--- src/owtr_pkg.sv ---
// ----------------------------------------------------------------------------
// owtr_pkg: shared types and constants for the one-wire temperature reader
// Phase and command codes, register map, timing constants and the duration
// clamp used by the bus engine.
// ----------------------------------------------------------------------------
package owtr_pkg;

   localparam int TickCountBits = 20;
   localparam int DurWidth      = TickCountBits + 1;

   localparam int CsrIndexWidth = 3;

   localparam logic [7:0] WriteOneRelease = 8'd55;
   localparam logic [7:0] ReadTail        = 8'd30;
   localparam logic [6:0] DegreeMask      = 7'h7F;

   localparam logic [7:0] CmdSkip    = 8'hCC;
   localparam logic [7:0] CmdConvert = 8'h44;
   localparam logic [7:0] CmdScratch = 8'hBE;

   typedef enum logic [CsrIndexWidth-1:0] {
      REG_RESET_LOW      = 3'd0,
      REG_PRESENCE_SAMPLE = 3'd1,
      REG_RESET_TAIL     = 3'd2,
      REG_ZERO_LOW       = 3'd3,
      REG_SHORT_LOW      = 3'd4,
      REG_READ_SAMPLE    = 3'd5,
      REG_CONVERSION     = 3'd6
   } reg_index_type;

   typedef enum logic [2:0] {
      OP_TICK  = 3'd0,
      OP_RESET = 3'd1,
      OP_WRITE = 3'd2,
      OP_READ  = 3'd3,
      OP_TEMP  = 3'd4
   } op_type;

   typedef enum logic [3:0] {
      PH_IDLE     = 4'd0,
      PH_RST_LOW  = 4'd1,
      PH_RST_REL  = 4'd2,
      PH_RST_TAIL = 4'd3,
      PH_W_LOW    = 4'd4,
      PH_W_REL    = 4'd5,
      PH_R_LOW    = 4'd6,
      PH_R_REL    = 4'd7,
      PH_R_TAIL   = 4'd8,
      PH_CONV     = 4'd9
   } phase_type;

   typedef enum logic [3:0] {
      SQ_RESET1  = 4'd0,
      SQ_SKIP1   = 4'd1,
      SQ_CONVERT = 4'd2,
      SQ_WAIT    = 4'd3,
      SQ_RESET2  = 4'd4,
      SQ_SKIP2   = 4'd5,
      SQ_SCRATCH = 4'd6,
      SQ_READ_LO = 4'd7,
      SQ_READ_HI = 4'd8
   } seq_type;

   typedef struct packed {
      logic [11:0] reset_low_us;
      logic [11:0] presence_sample_us;
      logic [11:0] reset_tail_us;
      logic [7:0]  zero_low_us;
      logic [7:0]  short_low_us;
      logic [7:0]  read_sample_us;
      logic [19:0] conversion_wait_us;
   } cfg_type;

   typedef struct packed {
      logic        drive_low;
      logic        busy_res;
      logic        done_res;
      logic        presence;
      logic [7:0]  rx_byte;
      logic [15:0] temperature_raw;
      logic [6:0]  whole_degrees;
   } result_type;

   // Zero counts as one tick; anything above 2^TickCountBits is capped there.
   function automatic logic [DurWidth-1:0] clamp_dur(input logic [19:0] d);
      logic [32:0] v;
      logic [32:0] lim;
      lim = 33'(1) << TickCountBits;
      v   = (d == 20'd0) ? 33'd1 : 33'(d);
      if (v > lim) begin
         v = lim;
      end
      return v[DurWidth-1:0];
   endfunction

endpackage

--- src/owtr_csr.sv ---
// ----------------------------------------------------------------------------
// owtr_csr: timing register file
// Holds the seven bus timing registers; a write is taken every cycle.
// ----------------------------------------------------------------------------
module owtr_csr (
   input  logic                                   clock,
   input  logic                                   reset,
   input  logic                                   csr_valid,
   output logic                                   csr_ready,
   input  logic [owtr_pkg::CsrIndexWidth-1:0]     csr_index,
   input  logic [31:0]                            csr_data,
   output owtr_pkg::cfg_type                      cfg
);

   owtr_pkg::cfg_type cfg_ff;
   owtr_pkg::cfg_type cfg_in;

   assign csr_ready = 1'b1;
   assign cfg       = cfg_ff;

   always_comb begin
      cfg_in = cfg_ff;
      if (csr_valid) begin
         case (csr_index)
            owtr_pkg::REG_RESET_LOW:       cfg_in.reset_low_us       = csr_data[11:0];
            owtr_pkg::REG_PRESENCE_SAMPLE: cfg_in.presence_sample_us = csr_data[11:0];
            owtr_pkg::REG_RESET_TAIL:      cfg_in.reset_tail_us      = csr_data[11:0];
            owtr_pkg::REG_ZERO_LOW:        cfg_in.zero_low_us        = csr_data[7:0];
            owtr_pkg::REG_SHORT_LOW:       cfg_in.short_low_us       = csr_data[7:0];
            owtr_pkg::REG_READ_SAMPLE:     cfg_in.read_sample_us     = csr_data[7:0];
            owtr_pkg::REG_CONVERSION:      cfg_in.conversion_wait_us = csr_data[19:0];
            default: ;
         endcase
      end
   end

   always_ff @(posedge clock) begin
      if (reset) begin
         cfg_ff.reset_low_us       <= 12'd485;
         cfg_ff.presence_sample_us <= 12'd65;
         cfg_ff.reset_tail_us      <= 12'd420;
         cfg_ff.zero_low_us        <= 8'd60;
         cfg_ff.short_low_us       <= 8'd5;
         cfg_ff.read_sample_us     <= 8'd15;
         cfg_ff.conversion_wait_us <= 20'd750000;
      end else begin
         cfg_ff <= cfg_in;
      end
   end

endmodule

--- src/owtr_engine.sv ---
// ----------------------------------------------------------------------------
// owtr_engine: one-wire bus sequencer
// Advances the slot state machine by one tick per step and forms the result
// of that tick.
// ----------------------------------------------------------------------------
module owtr_engine (
   input  logic                  clock,
   input  logic                  reset,
   input  logic                  step_en,
   input  logic [2:0]            op,
   input  logic [7:0]            tx_byte,
   input  logic                  line_in,
   input  owtr_pkg::cfg_type     cfg,
   output owtr_pkg::result_type  result
);

   localparam int TB = owtr_pkg::TickCountBits;
   localparam int DW = owtr_pkg::DurWidth;

   owtr_pkg::phase_type phase_ff, phase_in, eff_phase;
   owtr_pkg::seq_type   step_ff, step_in, eff_step;
   logic [2:0]          cmd_ff, cmd_in, eff_cmd;
   logic [TB-1:0]       tick_ff, tick_in, eff_tick;
   logic [2:0]          bit_ff, bit_in, eff_bit;
   logic [7:0]          shift_ff, shift_in, eff_shift;
   logic [15:0]         temp_ff, temp_in;
   logic                pres_ff, pres_in;
   logic [7:0]          rx_ff, rx_in;

   logic                busy, drive, done;
   logic                cur_bit;
   logic [19:0]         raw_dur;
   logic [DW-1:0]       dur;
   logic                last_tick;
   logic                last_bit;

   // Start decode: a command from idle already uses this tick.
   always_comb begin
      eff_phase = phase_ff;
      eff_step  = step_ff;
      eff_cmd   = cmd_ff;
      eff_tick  = tick_ff;
      eff_bit   = bit_ff;
      eff_shift = shift_ff;
      if (phase_ff == owtr_pkg::PH_IDLE && (op inside {[owtr_pkg::OP_RESET:owtr_pkg::OP_TEMP]}))
      begin
         eff_cmd  = op;
         eff_step = owtr_pkg::SQ_RESET1;
         eff_tick = '0;
         case (op)
            owtr_pkg::OP_WRITE: begin
               eff_shift = tx_byte;
               eff_bit   = 3'd0;
               eff_phase = owtr_pkg::PH_W_LOW;
            end
            owtr_pkg::OP_READ: begin
               eff_shift = 8'd0;
               eff_bit   = 3'd0;
               eff_phase = owtr_pkg::PH_R_LOW;
            end
            default: eff_phase = owtr_pkg::PH_RST_LOW;
         endcase
      end
   end

   // Outputs and slot length of the current phase.
   always_comb begin
      cur_bit = eff_shift[eff_bit];
      busy    = (eff_phase != owtr_pkg::PH_IDLE);
      drive   = (eff_phase == owtr_pkg::PH_RST_LOW) || (eff_phase == owtr_pkg::PH_W_LOW) ||
                (eff_phase == owtr_pkg::PH_R_LOW);
      case (eff_phase)
         owtr_pkg::PH_RST_LOW:  raw_dur = 20'(cfg.reset_low_us);
         owtr_pkg::PH_RST_REL:  raw_dur = 20'(cfg.presence_sample_us);
         owtr_pkg::PH_RST_TAIL: raw_dur = 20'(cfg.reset_tail_us);
         owtr_pkg::PH_W_LOW:    raw_dur = cur_bit ? 20'(cfg.short_low_us)
                                                  : 20'(cfg.zero_low_us);
         owtr_pkg::PH_W_REL:    raw_dur = cur_bit ? 20'(owtr_pkg::WriteOneRelease)
                                                  : 20'(cfg.short_low_us);
         owtr_pkg::PH_R_LOW:    raw_dur = 20'(cfg.short_low_us);
         owtr_pkg::PH_R_REL:    raw_dur = 20'(cfg.read_sample_us);
         owtr_pkg::PH_R_TAIL:   raw_dur = 20'(owtr_pkg::ReadTail);
         owtr_pkg::PH_CONV:     raw_dur = cfg.conversion_wait_us;
         default:               raw_dur = 20'd1;
      endcase
      dur       = owtr_pkg::clamp_dur(raw_dur);
      last_tick = ((33'(eff_tick) + 33'd1) >= 33'(dur));
      last_bit  = (eff_bit == 3'd7);
   end

   // Next state.
   always_comb begin
      phase_in = eff_phase;
      step_in  = eff_step;
      cmd_in   = eff_cmd;
      tick_in  = eff_tick;
      bit_in   = eff_bit;
      shift_in = eff_shift;
      temp_in  = temp_ff;
      pres_in  = pres_ff;
      rx_in    = rx_ff;
      done     = 1'b0;

      if (busy) begin
         // Sample on the first tick of the tail slots.
         if (eff_tick == '0) begin
            if (eff_phase == owtr_pkg::PH_RST_TAIL) begin
               pres_in = !line_in;
            end else if (eff_phase == owtr_pkg::PH_R_TAIL && line_in) begin
               shift_in[eff_bit] = 1'b1;
            end
         end

         if (last_tick) begin
            tick_in = '0;
            case (eff_phase)
               owtr_pkg::PH_RST_LOW: phase_in = owtr_pkg::PH_RST_REL;
               owtr_pkg::PH_RST_REL: phase_in = owtr_pkg::PH_RST_TAIL;
               owtr_pkg::PH_W_LOW:   phase_in = owtr_pkg::PH_W_REL;
               owtr_pkg::PH_R_LOW:   phase_in = owtr_pkg::PH_R_REL;
               owtr_pkg::PH_R_REL:   phase_in = owtr_pkg::PH_R_TAIL;
               default: begin
                  if ((eff_phase == owtr_pkg::PH_W_REL || eff_phase == owtr_pkg::PH_R_TAIL)
                      && !last_bit) begin
                     bit_in   = eff_bit + 3'd1;
                     phase_in = (eff_phase == owtr_pkg::PH_W_REL) ? owtr_pkg::PH_W_LOW
                                                                  : owtr_pkg::PH_R_LOW;
                  end else if (eff_cmd != owtr_pkg::OP_TEMP) begin
                     // Single operation ends here.
                     if (eff_cmd == owtr_pkg::OP_READ) begin
                        rx_in = shift_in;
                     end
                     phase_in = owtr_pkg::PH_IDLE;
                     done     = 1'b1;
                  end else begin
                     case (eff_step)
                        owtr_pkg::SQ_RESET1: begin
                           if (!pres_in) begin
                              temp_in  = 16'd0;
                              phase_in = owtr_pkg::PH_IDLE;
                              done     = 1'b1;
                           end else begin
                              step_in  = owtr_pkg::SQ_SKIP1;
                              shift_in = owtr_pkg::CmdSkip;
                              bit_in   = 3'd0;
                              phase_in = owtr_pkg::PH_W_LOW;
                           end
                        end
                        owtr_pkg::SQ_SKIP1: begin
                           step_in  = owtr_pkg::SQ_CONVERT;
                           shift_in = owtr_pkg::CmdConvert;
                           bit_in   = 3'd0;
                           phase_in = owtr_pkg::PH_W_LOW;
                        end
                        owtr_pkg::SQ_CONVERT: begin
                           step_in  = owtr_pkg::SQ_WAIT;
                           phase_in = owtr_pkg::PH_CONV;
                        end
                        owtr_pkg::SQ_WAIT: begin
                           step_in  = owtr_pkg::SQ_RESET2;
                           phase_in = owtr_pkg::PH_RST_LOW;
                        end
                        owtr_pkg::SQ_RESET2: begin
                           step_in  = owtr_pkg::SQ_SKIP2;
                           shift_in = owtr_pkg::CmdSkip;
                           bit_in   = 3'd0;
                           phase_in = owtr_pkg::PH_W_LOW;
                        end
                        owtr_pkg::SQ_SKIP2: begin
                           step_in  = owtr_pkg::SQ_SCRATCH;
                           shift_in = owtr_pkg::CmdScratch;
                           bit_in   = 3'd0;
                           phase_in = owtr_pkg::PH_W_LOW;
                        end
                        owtr_pkg::SQ_SCRATCH: begin
                           step_in  = owtr_pkg::SQ_READ_LO;
                           shift_in = 8'd0;
                           bit_in   = 3'd0;
                           phase_in = owtr_pkg::PH_R_LOW;
                        end
                        owtr_pkg::SQ_READ_LO: begin
                           rx_in    = shift_in;
                           step_in  = owtr_pkg::SQ_READ_HI;
                           shift_in = 8'd0;
                           bit_in   = 3'd0;
                           phase_in = owtr_pkg::PH_R_LOW;
                        end
                        default: begin
                           temp_in  = {shift_in, rx_ff};
                           rx_in    = shift_in;
                           phase_in = owtr_pkg::PH_IDLE;
                           done     = 1'b1;
                        end
                     endcase
                  end
               end
            endcase
         end else begin
            tick_in = eff_tick + 1'b1;
         end
      end
   end

   always_comb begin
      result.drive_low       = drive;
      result.busy_res        = busy;
      result.done_res        = done;
      result.presence        = pres_in;
      result.rx_byte         = rx_in;
      result.temperature_raw = temp_in;
      result.whole_degrees   = temp_in[10:4] & owtr_pkg::DegreeMask;
   end

   always_ff @(posedge clock) begin
      if (reset) begin
         phase_ff <= owtr_pkg::PH_IDLE;
         step_ff  <= owtr_pkg::SQ_RESET1;
         cmd_ff   <= owtr_pkg::OP_TICK;
         tick_ff  <= '0;
         bit_ff   <= 3'd0;
         shift_ff <= 8'd0;
         temp_ff  <= 16'd0;
         pres_ff  <= 1'b0;
         rx_ff    <= 8'd0;
      end else if (step_en) begin
         phase_ff <= phase_in;
         step_ff  <= step_in;
         cmd_ff   <= cmd_in;
         tick_ff  <= tick_in;
         bit_ff   <= bit_in;
         shift_ff <= shift_in;
         temp_ff  <= temp_in;
         pres_ff  <= pres_in;
         rx_ff    <= rx_in;
      end
   end

endmodule

--- src/one_wire_master_temp_read.sv ---
// ----------------------------------------------------------------------------
// one_wire_master_temp_read: one-wire bus master with temperature read
// Tick-driven master for reset/presence, byte write, byte read and a full
// temperature conversion and scratchpad read.
// ----------------------------------------------------------------------------
//
//   channel  direction  carries
//   -------  ---------  ---------------------------------------------------
//   req_     in         one tick: op, tx_byte, sampled line level
//   rsp_     out        that tick: drive, busy, done, presence, rx, temp
//   csr_     in         timing register write: index and data
//
// One item per clock sustained while the result is not stalled: the bus
// sequencer works on an item while it sits in the input register, and the
// result register takes it when the result slot is free or draining.
// Reset (synchronous) empties both registers, idles the sequencer and loads
// the default timings. A stalled result holds the input register; while that
// register is full too, req_ready drops. Timing writes are taken every cycle.
//
module one_wire_master_temp_read (
   input  logic                               clock,
   input  logic                               reset,

   input  logic                               req_valid,
   output logic                               req_ready,
   input  logic [2:0]                         req_op,
   input  logic [7:0]                         req_tx_byte,
   input  logic                               req_line_in,

   output logic                               rsp_valid,
   input  logic                               rsp_ready,
   output logic                               rsp_drive_low,
   output logic                               rsp_busy_res,
   output logic                               rsp_done_res,
   output logic                               rsp_presence,
   output logic [7:0]                         rsp_rx_byte,
   output logic [15:0]                        rsp_temperature_raw,
   output logic [6:0]                         rsp_whole_degrees,

   input  logic                               csr_valid,
   output logic                               csr_ready,
   input  logic [owtr_pkg::CsrIndexWidth-1:0] csr_index,
   input  logic [31:0]                        csr_data
);

   owtr_pkg::cfg_type    cfg;
   owtr_pkg::result_type result;
   owtr_pkg::result_type rsp_ff;

   logic       in_valid_ff, in_valid_in;
   logic       rsp_valid_ff, rsp_valid_in;
   logic [2:0] op_ff;
   logic [7:0] tx_ff;
   logic       line_ff;

   logic       advance;
   logic       fire;
   logic       req_take;

   // Move the held item forward whenever the result slot is free or draining.
   assign advance   = !rsp_valid_ff || rsp_ready;
   assign fire      = in_valid_ff && advance;
   assign req_ready = !in_valid_ff || advance;
   assign req_take  = req_valid && req_ready;

   always_comb begin
      in_valid_in = in_valid_ff;
      if (req_take) begin
         in_valid_in = 1'b1;
      end else if (fire) begin
         in_valid_in = 1'b0;
      end
      rsp_valid_in = rsp_valid_ff;
      if (fire) begin
         rsp_valid_in = 1'b1;
      end else if (rsp_ready) begin
         rsp_valid_in = 1'b0;
      end
   end

   owtr_csr u_csr (
      .clock     (clock),
      .reset     (reset),
      .csr_valid (csr_valid),
      .csr_ready (csr_ready),
      .csr_index (csr_index),
      .csr_data  (csr_data),
      .cfg       (cfg)
   );

   owtr_engine u_engine (
      .clock   (clock),
      .reset   (reset),
      .step_en (fire),
      .op      (op_ff),
      .tx_byte (tx_ff),
      .line_in (line_ff),
      .cfg     (cfg),
      .result  (result)
   );

   // Control registers.
   always_ff @(posedge clock) begin
      if (reset) begin
         in_valid_ff  <= 1'b0;
         rsp_valid_ff <= 1'b0;
      end else begin
         in_valid_ff  <= in_valid_in;
         rsp_valid_ff <= rsp_valid_in;
      end
   end

   // Payload registers: capture on acceptance, hold otherwise.
   always_ff @(posedge clock) begin
      if (req_take) begin
         op_ff   <= req_op;
         tx_ff   <= req_tx_byte;
         line_ff <= req_line_in;
      end
      if (fire) begin
         rsp_ff <= result;
      end
   end

   assign rsp_valid           = rsp_valid_ff;
   assign rsp_drive_low       = rsp_ff.drive_low;
   assign rsp_busy_res        = rsp_ff.busy_res;
   assign rsp_done_res        = rsp_ff.done_res;
   assign rsp_presence        = rsp_ff.presence;
   assign rsp_rx_byte         = rsp_ff.rx_byte;
   assign rsp_temperature_raw = rsp_ff.temperature_raw;
   assign rsp_whole_degrees   = rsp_ff.whole_degrees;

endmodule

--- config.mk ---
export PLATFORM = sky130hd
export DESIGN_NAME = one_wire_master_temp_read
export DESIGN_NICKNAME = d
export VERILOG_FILES = /design/src/owtr_pkg.sv /design/src/owtr_csr.sv /design/src/owtr_engine.sv /design/src/one_wire_master_temp_read.sv
export SDC_FILE = /design/constraint.sdc
export NUM_CORES = 1
export LEC_CHECK = 0
export ABC_AREA = 1
export BUFFER_PORTS_ARGS = -buffer_cell sky130_fd_sc_hd__buf_4
export CORE_MARGIN = 2
export CORE_UTILIZATION = 40
export DETAILED_ROUTE_END_ITERATION = 16
export PLACE_DENSITY_LB_ADDON = 0.25
export SLEW_MARGIN = 20
export SYNTH_ARGS = -nofsm -noshare
export SYNTH_HDL_FRONTEND = slang
export SYNTH_SLANG_ARGS = --single-unit
--- constraint.sdc ---
create_clock -name clock -period 5.71 [get_ports clock]
set_input_delay 0.571 -clock clock [delete_from_list [all_inputs] [get_ports clock]]
set_output_delay 0.571 -clock clock [all_outputs]
set_load 0.02 [all_outputs]
==> impl_metrics.py <==
metrics = {
    "synth": {
        "async_flop_share_pct": 0,
        "syn_area_um2": 10400,
        "yosysWarningCount": 0,
        "synth_fp_nets": 1568,
        "syn_avg_cell_area_um2": 6.95,
        "synthTopCellsByCount": "369 x nand2_1, 201 x nor2_1, 156 x inv_1, 149 x dfxtp_1, 109 x o21ai_0",
        "yosysMostFrequentCell": "nand2_1",
        "synth_flop_cell": "dfxtp_1",
        "synth_top_area_share_pct": 28.7,
        "ys_seq_area_share_pct": 40.3,
        "synth_cell_types": 45,
        "synthTopCellsByArea": "dfxtp_1 29%, nand2_1 13%, edfxtp_1 12%, nor2_1 7.3%, inv_1 5.6%",
        "synth_top_cell_by_area": "dfxtp_1",
        "synth_cells": 1492,
        "synth_seq_cells": 189,
        "synth_edf_count": 40,
    },
    "timing": {
        "tns_ns": 0,
        "setup_violations": 0,
        "skew_ns": 0.0192,
        "slew_violations": 0,
        "rsz0062_at_grt": "no",
        "fmax_mhz": 195,
        "finalCritPeriodShare_pct": 90.0,
        "final.min_clock_period_ns": 5.14,
        "tightest_slew_ns": 0.928,
        "max-slew-margin-rel_pct": 38.0,
        "hold_violations": 0,
    },
    "die": {
        "io_pins": 90,
        "die_h_um": 165,
        "core_area_um2": 25300,
        "die_area_um2": 27200,
        "dieWidth_um": 165,
        "initial_utilization_pct": 41.0,
        "rows": 58,
    },
    "power_and_ir_drop": {
        "pwr-share-comb_pct": 28.5,
        "pwr-share-seq_pct": 38.8,
        "p_sw_share_pct": 37.8,
        "p_sw_w": 0.00145,
        "power.density_nw_per_um2": 326,
        "clkPwrFrac_pct": 32.7,
        "p_int_w": 0.00238,
        "power_leakage_nw": 5.44,
        "power_w": 0.00384,
        "ir_drop_mv": 0.193,
    },
    "grt": {
        "grt_pass1_vias": 8698,
        "gr-total-overflow": 0,
        "grt_pass1_wl_um": 44000,
        "grt_max_degree": 84,
        "grtUsageMet1_pct": 27.6,
        "gr-usage-all-layers_pct": 20.3,
        "antenna_found_initial": 0,
        "grt_use_met3_pct": 2.95,
        "grtUsageMet2_pct": 33.8,
        "grt_busiest_layer": "met2",
    },
    "clock_tree": {
        "clockBufferDepth": 2,
        "ctsRootBufferMaster": "clkbuf_16",
        "cts_tree": "yes",
        "clk_pin_slew_ns": 0.08,
        "clkSinkCount": 189,
        "htreeDepth": 4,
        "cts-hold-fix-buffers": 0,
        "cts-resized-gates": 0,
        "cts_setup_buffers": 0,
        "clk_latency_ns": 0.45,
        "cts_buffers": 17,
    },
    "finish": {
        "num_antenna_cells": 0,
        "nFillCells": 2616,
        "nets": 1613,
        "drive_gt1_share_pct": 13.0,
        "finalNonFillerCells": 1880,
        "ff_latch_area_um2": 4180,
        "syn2layout_area_growth_pct": 13.5,
        "multi_input_area_um2": 5220,
    },
    "drt": {
        "dr.pass1.iters": 5,
        "drt_wl_total_um": 27200,
        "drc": 0,
        "ant_nets": 0,
        "drt-vias-per-instance": 5.12,
        "drt_iter0_drc": 758,
        "num_vias": 9630,
        "routedWlPerCell_um": 14.5,
    },
    "worst_setup_path": {
        "cp_common_cell": "nand2_1",
        "criticalPathCategory": "flip-flop to flip-flop",
        "r2r_cells": 35,
        "reg2reg_slack_ns": 0.57,
        "worstPathArrival_ns": 5.48,
        "cp.required_ns": 6.05,
        "critPathCaptureType": "flip-flop",
        "crit_slowest_cell": "edfxtp_1",
        "crit_path_start_kind": "flip-flop",
        "cpPeakStageDelay_ns": 0.45,
        "critPathMaxFanout": 17,
    },
    "place": {
        "port_buffers": 76,
        "hpwl_um": 19100,
        "place.gp.congestion": 0.879,
        "place_inst": 1848,
    },
    "run": {
        "drv_cap": 0,
    },
    "worst_hold_path": {
        "holdPathStages": 1,
        "hp-class": "primary input to flip-flop",
    },
    "status": {
        "status": "finished clean",
    },
}
-- final cells by class --
class | instances | area share [%]
well taps | 330 | 3.51
inverters | 173 | 5.54
clock inverters | 15 | 1.63
flip-flops and latches | 189 | 35.5
multi-input cells | 1066 | 44.3
repair buffers | 90 | 5.85
clock buffers | 17 | 3.61
-- flip-flops by register name, summed over array words and instances (netlist names), 3 cells and up --
name / count
u_engine.step_ff: 4
rsp_temperature_raw: 16
u_engine.bit_ff: 3
op_ff: 3
u_engine.tick_ff: 20
u_csr.cfg: 80
u_engine.phase_ff: 4
tx_ff: 8
rsp_rx_byte: 8
u_engine.cmd_ff: 3
u_engine.shift_ff: 8
u_engine.rx_ff: 8
u_engine.temp_ff: 16
-- power groups by stage --
stage / clock network (W) / registers [W] / logic (W)
2_1_floorplan: 0 / 0.00153 / 0.000782
3_3_place_gp: 0 / 0.00152 / 0.00107
3_5_place_dp: 0 / 0.00152 / 0.00108
4_1_cts: 0.00127 / 0.00149 / 0.00109
5_1_grt: 0.00132 / 0.00150 / 0.00122
6_report: 0.00125 / 0.00149 / 0.00109
-- worst max-delay path: cells and delay by family, from the launching register on --
kind / cells / cell delay, ns
adders and majority gates: 2 / 0.50
AOI/OAI and AO/OA: 2 / 0.33
DFF: 1 / 0.45
and+or+nand+nor: 25 / 3.04
xor gates and xnor gates: 1 / 0.22
buffers and inverters: 5 / 0.47
-- through the flow --
stage / utilization, % / hold WS (ns) / setup slack (ns) / instance area (um2)
after floorplan: - / 0.424 / 1.48 / 10400
after global placement: 44.0 / 0.436 / 0.604 / 11200
after detailed placement: 44.0 / 0.444 / 0.567 / 11200
after CTS: 46.5 / 0.291 / 0.530 / 11800
after global routing: 46.5 / 0.287 / 0.0174 / 11800
final: 46.5 / 0.304 / 0.570 / 11800
-- metal layers --
metal | vias to the layer above | share of wire, %
li1 | 4906 | -
met1 | 4467 | 48
met2 | 229 | 46
met3 | 28 | 4.2
met4 | 0 | 1.4
met5 | - | 0
-- placed cells by master, fill, tap and decap left out, types with 4 or more instances in the layout --
cell and n:
a21oi_1 91, a221oi_1 6, a31oi_1 7, buf_4 89
clkbuf_16 17, dfxtp_1 149, edfxtp_1 40, ha_1 24
inv_1 156, inv_12 4, inv_2 13, inv_6 4
nand2_1 368, nand2_2 24, nand2_4 7, nand3_1 97
nand3_2 7, nand3b_1 4, nand4_1 19, nor2_1 201
nor2_2 10, nor2_4 5, nor3_1 7, o211ai_1 13
o21ai_0 109, o21ai_1 23, o21ai_2 5, xor2_1 16
-- worst paths after layout --
path,from,end
max reg2reg,op_ff[0]$_DFFE_PP_,u_engine.temp_ff[8]$_SDFFE_PP0P_
max,op_ff[0]$_DFFE_PP_,u_engine.temp_ff[8]$_SDFFE_PP0P_
min reg2reg,u_csr.cfg[43]$_SDFFE_PP0P_,u_csr.cfg[43]$_SDFFE_PP0P_
min,req_tx_byte[5],tx_ff[5]$_DFFE_PP_
-- cells by family (layout without fill, tap and decap cells) --
| logic type | count (synthesis) | in the layout | share of synthesized area, % |
|---|---|---|---|
| AOI/OAI and AO/OA | 264 | 264 | 13.8 |
| other | 1 | 1 | 0.0361 |
| adders and majority gates | 24 | 24 | 2.89 |
| xor gates and xnor gates | 19 | 19 | 1.60 |
| DFF | 189 | 189 | 40.3 |
| and+or+nand+nor | 758 | 758 | 32.0 |
| buffers and inverters | 237 | 295 | 9.41 |
No activity file was read; power rests on OpenSTA's default activity.
